**config.mk**
```make
export PLATFORM = sky130hd
export DESIGN_NAME = multi_lane_i2c_master_top
export DESIGN_NICKNAME = d
export VERILOG_FILES = /design/src/hdl/mli2c_pkg.sv /design/src/hdl/mli2c_seq.sv /design/src/hdl/mli2c_fifo.sv /design/src/hdl/mli2c_emit.sv /design/src/hdl/multi_lane_i2c_master_top.sv
export SDC_FILE = /design/constraint.sdc
export NUM_CORES = 1
export LEC_CHECK = 0
export BUFFER_PORTS_ARGS = -buffer_cell sky130_fd_sc_hd__buf_2
export CAP_MARGIN = 20
export CORE_MARGIN = 2
export CORE_UTILIZATION = 34
export CTS_CLUSTER_DIAMETER = 50
export CTS_CLUSTER_SIZE = 16
export DETAILED_ROUTE_END_ITERATION = 8
export GPL_TIMING_DRIVEN = 0
export PLACE_DENSITY = 0.48
export SYNTH_ARGS = -nofsm -noshare
export SYNTH_HDL_FRONTEND = slang
export SYNTH_SLANG_ARGS = --single-unit
```
**constraint.sdc**
```tcl
create_clock -name clk_i -period 6.9 [get_ports clk_i]
set_input_delay 1.725 -clock clk_i [delete_from_list [all_inputs] [get_ports clk_i]]
set_output_delay 1.725 -clock clk_i [all_outputs]
set_load 0.02 [all_outputs]
```
**src/hdl/mli2c_pkg.sv**
```systemverilog
`default_nettype none
package mli2c_pkg;

  localparam int unsigned LANES   = 9;
  localparam int unsigned LaneW   = (LANES > 1) ? $clog2(LANES) : 1;
  localparam int unsigned SdaW    = 9;
  localparam int unsigned QDEPTH  = 4;
  localparam int unsigned QAW     = $clog2(QDEPTH);
  localparam int unsigned QCW     = $clog2(QDEPTH + 1);

  localparam logic [4:0] StepsStart = 5'd3;
  localparam logic [4:0] StepsStop  = 5'd3;
  localparam logic [4:0] StepsWrite = 5'd28;
  localparam logic [4:0] StepsRead  = 5'd21;
  localparam logic [4:0] WrBitSteps = 5'd24;
  localparam logic [4:0] RdBitSteps = 5'd16;
  localparam logic [4:0] RdAckStep  = 5'd17;
  localparam logic [4:0] RdClkHi    = 5'd18;
  localparam logic [4:0] RdClkLo    = 5'd19;
  localparam logic [4:0] RdEndStep  = 5'd20;
  localparam logic [4:0] WrAckLo    = 5'd24;
  localparam logic [4:0] WrAckRel   = 5'd25;
  localparam logic [4:0] WrAckHi    = 5'd26;

  typedef enum logic [2:0] {
    OP_NONE  = 3'd0,
    OP_START = 3'd1,
    OP_STOP  = 3'd2,
    OP_WRITE = 3'd3,
    OP_READ  = 3'd4
  } op_e;

  typedef enum logic [1:0] {
    SUB_LOW  = 2'd0,
    SUB_DATA = 2'd1,
    SUB_HIGH = 2'd2
  } sub_e;

  typedef struct packed {
    logic [2:0] cmd;
    logic [7:0] tx_byte;
    logic       send_ack;
    logic [8:0] sda_in;
  } tick_t;

  typedef struct packed {
    logic       scl_release;
    logic       sda_release;
    logic       busy_res;
    logic       byte_valid;
    logic [3:0] lane;
    logic [7:0] lane_byte;
    logic       last;
  } res_t;

  typedef logic [LANES-1:0][7:0] lane_bytes_t;

  typedef struct packed {
    logic        scl;
    logic        sda;
    logic        busy;
    logic        rd_done;
    lane_bytes_t bytes;
  } q_ent_t;

endpackage
`default_nettype wire

```
**src/hdl/mli2c_seq.sv**
```systemverilog
`default_nettype none
module mli2c_seq (
  input  logic                 clk_i,
  input  logic                 rst_ni,
  input  logic                 accept_i,
  input  mli2c_pkg::tick_t     tick_i,
  output mli2c_pkg::q_ent_t    ent_o
);
  import mli2c_pkg::*;

  op_e         op_q, op_d, op_c;
  sub_e        sub_q, sub_d, sub_c;
  logic [4:0]  phase_q, phase_d, ph, ph_nx, total;
  logic [7:0]  tx_q, tx_d, tx_c;
  logic        ack_q, ack_d;
  lane_bytes_t lanes_q, lanes_d;
  logic        scl_q, scl_d, sda_q, sda_d;
  logic        rd_done;

  always_ff @(posedge clk_i or negedge rst_ni) begin
    if (!rst_ni) begin
      op_q    <= OP_NONE;
      sub_q   <= SUB_LOW;
      phase_q <= '0;
      tx_q    <= '0;
      ack_q   <= 1'b0;
      lanes_q <= '0;
      scl_q   <= 1'b1;
      sda_q   <= 1'b1;
    end else if (accept_i) begin
      op_q    <= op_d;
      sub_q   <= sub_d;
      phase_q <= phase_d;
      tx_q    <= tx_d;
      ack_q   <= ack_d;
      lanes_q <= lanes_d;
      scl_q   <= scl_d;
      sda_q   <= sda_d;
    end
  end

  always_comb begin
    op_c    = op_q;
    sub_c   = sub_q;
    ph      = phase_q;
    tx_c    = tx_q;
    ack_d   = ack_q;
    if (op_q == OP_NONE &&
        tick_i.cmd inside {OP_START, OP_STOP, OP_WRITE, OP_READ}) begin
      op_c  = op_e'(tick_i.cmd);
      sub_c = SUB_LOW;
      ph    = '0;
      tx_c  = tick_i.tx_byte;
      ack_d = tick_i.send_ack;
    end

    op_d    = op_c;
    sub_d   = sub_c;
    tx_d    = tx_c;
    lanes_d = lanes_q;
    scl_d   = scl_q;
    sda_d   = sda_q;
    rd_done = 1'b0;
    total   = 5'd1;

    unique case (op_c)
      OP_START: begin
        total = StepsStart;
        if (ph == 5'd0) begin
          scl_d = 1'b1; sda_d = 1'b1;
        end else if (ph == 5'd1) begin
          scl_d = 1'b1; sda_d = 1'b0;
        end else begin
          scl_d = 1'b0; sda_d = 1'b1;
        end
      end
      OP_STOP: begin
        total = StepsStop;
        if (ph == 5'd0) begin
          scl_d = 1'b0; sda_d = 1'b0;
        end else if (ph == 5'd1) begin
          scl_d = 1'b1; sda_d = 1'b0;
        end else begin
          scl_d = 1'b1; sda_d = 1'b1;
        end
      end
      OP_WRITE: begin
        total = StepsWrite;
        if (ph < WrBitSteps) begin
          unique case (sub_c)
            SUB_LOW: begin
              scl_d = 1'b0;
              sub_d = SUB_DATA;
            end
            SUB_DATA: begin
              sda_d = tx_c[7];
              sub_d = SUB_HIGH;
            end
            SUB_HIGH: begin
              scl_d = 1'b1;
              tx_d  = {tx_c[6:0], 1'b0};
              sub_d = SUB_LOW;
            end
            default: sub_d = SUB_LOW;
          endcase
        end else if (ph == WrAckLo) begin
          scl_d = 1'b0;
        end else if (ph == WrAckRel) begin
          sda_d = 1'b1;
        end else if (ph == WrAckHi) begin
          scl_d = 1'b1;
        end else begin
          scl_d = 1'b0;
        end
      end
      OP_READ: begin
        total = StepsRead;
        if (ph == 5'd0) begin
          sda_d   = 1'b1;
          scl_d   = 1'b0;
          lanes_d = '0;
        end else if (ph <= RdBitSteps) begin
          if (ph[0]) begin
            scl_d = 1'b1;
          end else begin
            for (int unsigned j = 0; j < LANES; j++) begin
              lanes_d[j] = {lanes_q[j][6:0], (j < SdaW) ? tick_i.sda_in[j] : 1'b0};
            end
            scl_d = 1'b0;
          end
        end else if (ph == RdAckStep) begin
          sda_d = ~ack_d;
        end else if (ph == RdClkHi) begin
          scl_d = 1'b1;
        end else if (ph == RdClkLo) begin
          scl_d = 1'b0;
        end else begin
          sda_d   = 1'b1;
          rd_done = (ph == RdEndStep);
        end
      end
      default: total = 5'd1;
    endcase

    ph_nx   = ph + 5'd1;
    phase_d = ph_nx;
    if (op_c == OP_NONE) begin
      phase_d = ph;
    end else if (ph_nx >= total) begin
      phase_d = '0;
      op_d    = OP_NONE;
    end

    ent_o.scl     = scl_d;
    ent_o.sda     = sda_d;
    ent_o.busy    = (op_d != OP_NONE);
    ent_o.rd_done = rd_done;
    ent_o.bytes   = lanes_d;
  end

endmodule
`default_nettype wire

```
**src/hdl/mli2c_fifo.sv**
```systemverilog
`default_nettype none
module mli2c_fifo (
  input  logic              clk_i,
  input  logic              rst_ni,
  input  logic              wr_en_i,
  input  mli2c_pkg::q_ent_t wr_data_i,
  input  logic              rd_en_i,
  output mli2c_pkg::q_ent_t rd_data_o,
  output logic              full_o,
  output logic              empty_o
);
  import mli2c_pkg::*;

  q_ent_t           mem_q [QDEPTH];
  logic [QAW-1:0]   wptr_q, rptr_q;
  logic [QCW-1:0]   cnt_q, cnt_d;

  assign full_o    = (cnt_q == QCW'(QDEPTH));
  assign empty_o   = (cnt_q == '0);
  assign rd_data_o = mem_q[rptr_q];

  always_ff @(posedge clk_i) begin
    if (wr_en_i) begin
      mem_q[wptr_q] <= wr_data_i;
    end
  end

  always_comb begin
    cnt_d = cnt_q;
    if (wr_en_i && !rd_en_i) begin
      cnt_d = cnt_q + QCW'(1);
    end else if (!wr_en_i && rd_en_i) begin
      cnt_d = cnt_q - QCW'(1);
    end
  end

  always_ff @(posedge clk_i or negedge rst_ni) begin
    if (!rst_ni) begin
      wptr_q <= '0;
      rptr_q <= '0;
      cnt_q  <= '0;
    end else begin
      if (wr_en_i) begin
        wptr_q <= wptr_q + QAW'(1);
      end
      if (rd_en_i) begin
        rptr_q <= rptr_q + QAW'(1);
      end
      cnt_q <= cnt_d;
    end
  end

endmodule
`default_nettype wire

```
**src/hdl/mli2c_emit.sv**
```systemverilog
`default_nettype none
module mli2c_emit (
  input  logic              clk_i,
  input  logic              rst_ni,
  input  logic              q_empty_i,
  input  mli2c_pkg::q_ent_t q_data_i,
  output logic              q_pop_o,
  output logic              empty,
  input  logic              pop,
  output mli2c_pkg::res_t   res_o
);
  import mli2c_pkg::*;

  logic             vld_q;
  logic [LaneW-1:0] lane_q, lane_d;
  res_t             res_q, res_d;
  logic             load, lane_end;

  assign empty    = ~vld_q;
  assign res_o    = res_q;
  assign load     = (!vld_q || pop) && !q_empty_i;
  assign lane_end = !q_data_i.rd_done || (lane_q == LaneW'(LANES - 1));
  assign q_pop_o  = load && lane_end;

  always_comb begin
    res_d.scl_release = q_data_i.scl;
    res_d.sda_release = q_data_i.sda;
    res_d.busy_res    = q_data_i.busy;
    res_d.byte_valid  = q_data_i.rd_done;
    res_d.lane        = '0;
    res_d.lane_byte   = '0;
    res_d.last        = lane_end;
    if (q_data_i.rd_done) begin
      res_d.lane      = 4'(lane_q);
      res_d.lane_byte = q_data_i.bytes[lane_q];
    end
    lane_d = lane_end ? '0 : lane_q + LaneW'(1);
  end

  always_ff @(posedge clk_i) begin
    if (load) begin
      res_q <= res_d;
    end
  end

  always_ff @(posedge clk_i or negedge rst_ni) begin
    if (!rst_ni) begin
      vld_q  <= 1'b0;
      lane_q <= '0;
    end else begin
      if (load) begin
        vld_q  <= 1'b1;
        lane_q <= lane_d;
      end else if (pop) begin
        vld_q  <= 1'b0;
      end
    end
  end

endmodule
`default_nettype wire

```
**src/hdl/multi_lane_i2c_master_top.sv**
```systemverilog
// A tick's result is written into the queue and then into the result register before it shows on res_o.
// Throughput: one tick per cycle while the queue is not full; a tick that ends a read
// gives one result per lane, one per cycle while pop is held, from the single output register.
// A four-entry queue between sequencer and result side absorbs result stalls.
// Reset (rst_ni low, asynchronous): idle, SCL and SDA released, queue empty.
`default_nettype none
module multi_lane_i2c_master_top (
  input  logic             clk_i,
  input  logic             rst_ni,
  input  logic             push,
  output logic             full,
  input  mli2c_pkg::tick_t tick_i,
  output logic             empty,
  input  logic             pop,
  output mli2c_pkg::res_t  res_o
);
  import mli2c_pkg::*;

  q_ent_t seq_ent, q_head;
  logic   accept, q_pop, q_empty;

  assign accept = push && !full;

  mli2c_seq u_seq (
    .clk_i    (clk_i),
    .rst_ni   (rst_ni),
    .accept_i (accept),
    .tick_i   (tick_i),
    .ent_o    (seq_ent)
  );

  mli2c_fifo u_fifo (
    .clk_i     (clk_i),
    .rst_ni    (rst_ni),
    .wr_en_i   (accept),
    .wr_data_i (seq_ent),
    .rd_en_i   (q_pop),
    .rd_data_o (q_head),
    .full_o    (full),
    .empty_o   (q_empty)
  );

  mli2c_emit u_emit (
    .clk_i     (clk_i),
    .rst_ni    (rst_ni),
    .q_empty_i (q_empty),
    .q_data_i  (q_head),
    .q_pop_o   (q_pop),
    .empty     (empty),
    .pop       (pop),
    .res_o     (res_o)
  );

endmodule
`default_nettype wire

```
==> metrics.txt <==
maxcap violations=0; EDFF count, synth=roughly 320; critical path class=in2reg; Post-CTS Resized=0; sequential fraction of the synthesis area=about two thirds; wire per inst=approximately 22 um; all-layer global routing usage=between 10% and 20%; CP Capture Type=flip-flop; fin area=approximately 21000 um2; area leader, netlist=edfxtp_1; DRC viols=0; Power Density=between 400 and 500 nW/um2; net count after synthesis=~1200; Die X=234 um; warnings from Yosys=0; Layout Cells excl Fill=a little under 2000; CTS tree=done; DRT antenna net count=0; effective utilization at floorplan=~34%; Hold Crit Class=reg2reg; clk sinks=~430; delay-heaviest family, CP=compound AO/OA/AOI/OAI gates; crit path cell chain=buf_2 -> or3_4 -> nand3_1 -> buf_6 -> clkbuf_1 -> nand2_1 -> inv_1 -> ha_1 -> clkbuf_1 -> nand3_1 -> xor2_1 -> nor2_1 -> ha_1 -> a21o_1 -> a31oi_1 -> a21boi_0; Worst-path clk slew=around 60 ps; Sw Share=approximately a third; Final Wtd Congestion=approximately 0.80; core area=52400 um2; Nets=1283; WHS=between 400 and 500 ps; f_max=about 180 MHz; crit path max-delay cell type=a21boi_0; slowest stage delay, CP=630 ps; Setup Skew=between 20 and 30 ps; final wirelength=44300 um; clock share of power=26.8%; hold buffer count at cts=0; clk_lat worst skew=~600 ps; first-pass GRT wire length=between 60000 and 70000 um; Clock Tree Buf Depth=3; RSZ-0062 raised after global routing=no; DR pass1 iterations=5; initial drt markers=approximately 950; number of CTS-inserted buffers=a little under 50; status=completed; routed vias/inst=around 5.2; die height=approximately 230 um; DP HPWL=27800 um; Final Slew Violations=0; Synth-to-Final Area Change=16.3%; share of cells above drive strength 1=22.5%; postcts setup bufs=0; synth unique cells=approximately 60; vias in the first global route=10400; I/O Pins=44; Synth area leaders=edfxtp_1 54%, dfrtp_1 14%, mux4_2 12%; Pint=approximately 6.5 mW; Row Count=84; dominant synthesized flop cell=edfxtp_1; leading cell type in the layout, fill and taps excluded=edfxtp_1; grt total ovfl=0; final core occ=39.9%; combinational share of power=33.1%; sw power=about 3.4 mW; placed cell count=1877; Final period util=just over 80%; crit-path max FO=10; CTS H-tree depth=2; Seq pwr share=40.0%; final hold violation count=0; initial antenna violation count=1; IO Port Bufs=43; area share of the leading cell type in the synthesized netlist=a little over half; P_leak=roughly 7.5 nW; syn_area_per_cell=15.8 um2; vias after detailed routing=10200; most frequent cells in the layout=321 x edfxtp_1, 192 x nand2_1, 103 x dfrtp_1, 92 x mux4_2, 83 x a21oi_1; antenna cells=0; Worst EP required=7210 ps; final setup fails=0; worst vdd ir=235 uV; ys async rst share=24.6%; Worst setup startpoint=tick_i[19]; root buf cell=clkbuf_16; flop2flop setup slack=~2400 ps; hold wc startpoint=u_seq.tx_q[0]; Synth Cell Area=approximately 18000 um2; DIE AREA=54800 um2; Mapped Cells=about 1100; Tightest Pin Transition=~1100 ps; total power=about 9.9 mW; slew margin rel.=28.8%; largest net degree at the start of global routing=71; CP Buf/Inv Count=5; min Tclk post-route=5630 ps; Worst Path Arrival=around 5900 ps; FF+latch count, synth=426; Worst Setup Start Kind=input pin; RR Startpoint=u_seq.op_q[2]; Placed Area=between 15000 and 20000 um2
## area by class of cell
| cell class | instances | area, um2 |
|---|---|---|
| fill | 4806 | 31500 |
| timing repair buffer | 50 | 379 |
| inverter | 17 | 63.8 |
| clock inverter | 32 | 353 |
| tap | 688 | 861 |
| multi-input combinational | 623 | 5300 |
| sequential | 426 | 12300 |
| clock buffer | 60 | 1340 |
| buffer | 74 | 380 |
## worst register-to-register path: stages, from the launching register on
cell and delay, ps:
dfrtp_1 310, buf_2 220, nor3_4 100, nand3_1 120
buf_6 170, clkbuf_1 470, nand2_1 200, inv_1 150
ha_1 150, clkbuf_1 290, nand3_1 140, xor2_1 160
nor2_1 170, ha_1 270, a21o_1 160, a31oi_1 540
a21boi_0 630
## routing by layer
metal	up-vias	global-route usage, %	share of wire [%]
met5	-	0	0.029
met4	2	5.58	2.7
met3	80	2.80	4.7
met2	249	26.7	48
met1	5240	23.0	45
li1	4626	-	-
## flip-flops by register name (all words and copies together) (netlist names)
signal and flops:
u_fifo.cnt_q 3, u_fifo.mem_q 304, u_seq.op_q 3, u_seq.sub_q 2
u_seq.scl_q 1, u_fifo.wptr_q 2, u_seq.lanes_q 72, u_seq.phase_q 5
u_emit.res_o 17, u_emit.lane_q 4, u_emit.vld_q 1, u_seq.ack_q 1
u_fifo.rptr_q 2, u_seq.sda_q 1, u_seq.tx_q 8
## Yosys cell counts (13+ instances only)
master	n
nor2_1	23
inv_1	15
clkbuf_1	33
buf_2	16
dfrtp_1	103
buf_1	13
o21ai_0	15
ha_1	16
a22o_1	73
edfxtp_1	321
a21oi_1	83
mux4_2	92
nand2_1	192
## power groups by stage
| stage | clock network [mW] | logic [mW] | registers (mW) |
|---|---|---|---|
| 2_1_floorplan | 0 | 2.15 | 3.99 |
| 3_3_place_gp | 0 | 3.23 | 4.05 |
| 3_5_place_dp | 0 | 3.32 | 4.01 |
| 4_1_cts | 2.72 | 3.34 | 3.96 |
| 5_1_grt | 2.81 | 3.58 | 4.03 |
| 6_report | 2.65 | 3.28 | 3.95 |
## logic make-up after synthesis
logic type                 after synthesis  share of synthesized area, %
AOI/OAI and AO/OA                      222                          8.49
xor gates and xnor gates                10                         0.486
adders and majority gates               17                          1.22
buffers and inverters                   91                          2.47
DFF                                    426                          68.1
muxes                                  109                          12.6
and+or+nand+nor                        265                          6.54
## per-stage QoR
step / setup WS (ps) / TNS (ps)
after CTS: 1300 / 0
after floorplan: 2000 / 0
after detailed placement: 686 / 0
final: 1270 / 0
after global placement: -42.6 / -3950
after global routing: 973 / 0
## worst paths after layout
path                                             to  cells past startpoint
worst max-delay path            u_fifo.mem_q[3][73]                     16
max in group asynchronous          u_seq.lanes_q[0]                      2
worst max register to register  u_fifo.mem_q[3][73]                     16
worst min register to register        u_seq.tx_q[0]                      2
min in group asynchronous         u_seq.lanes_q[56]                      1
worst min-delay path                  u_seq.tx_q[0]                      2
Power figures use the tool's default switching activity.
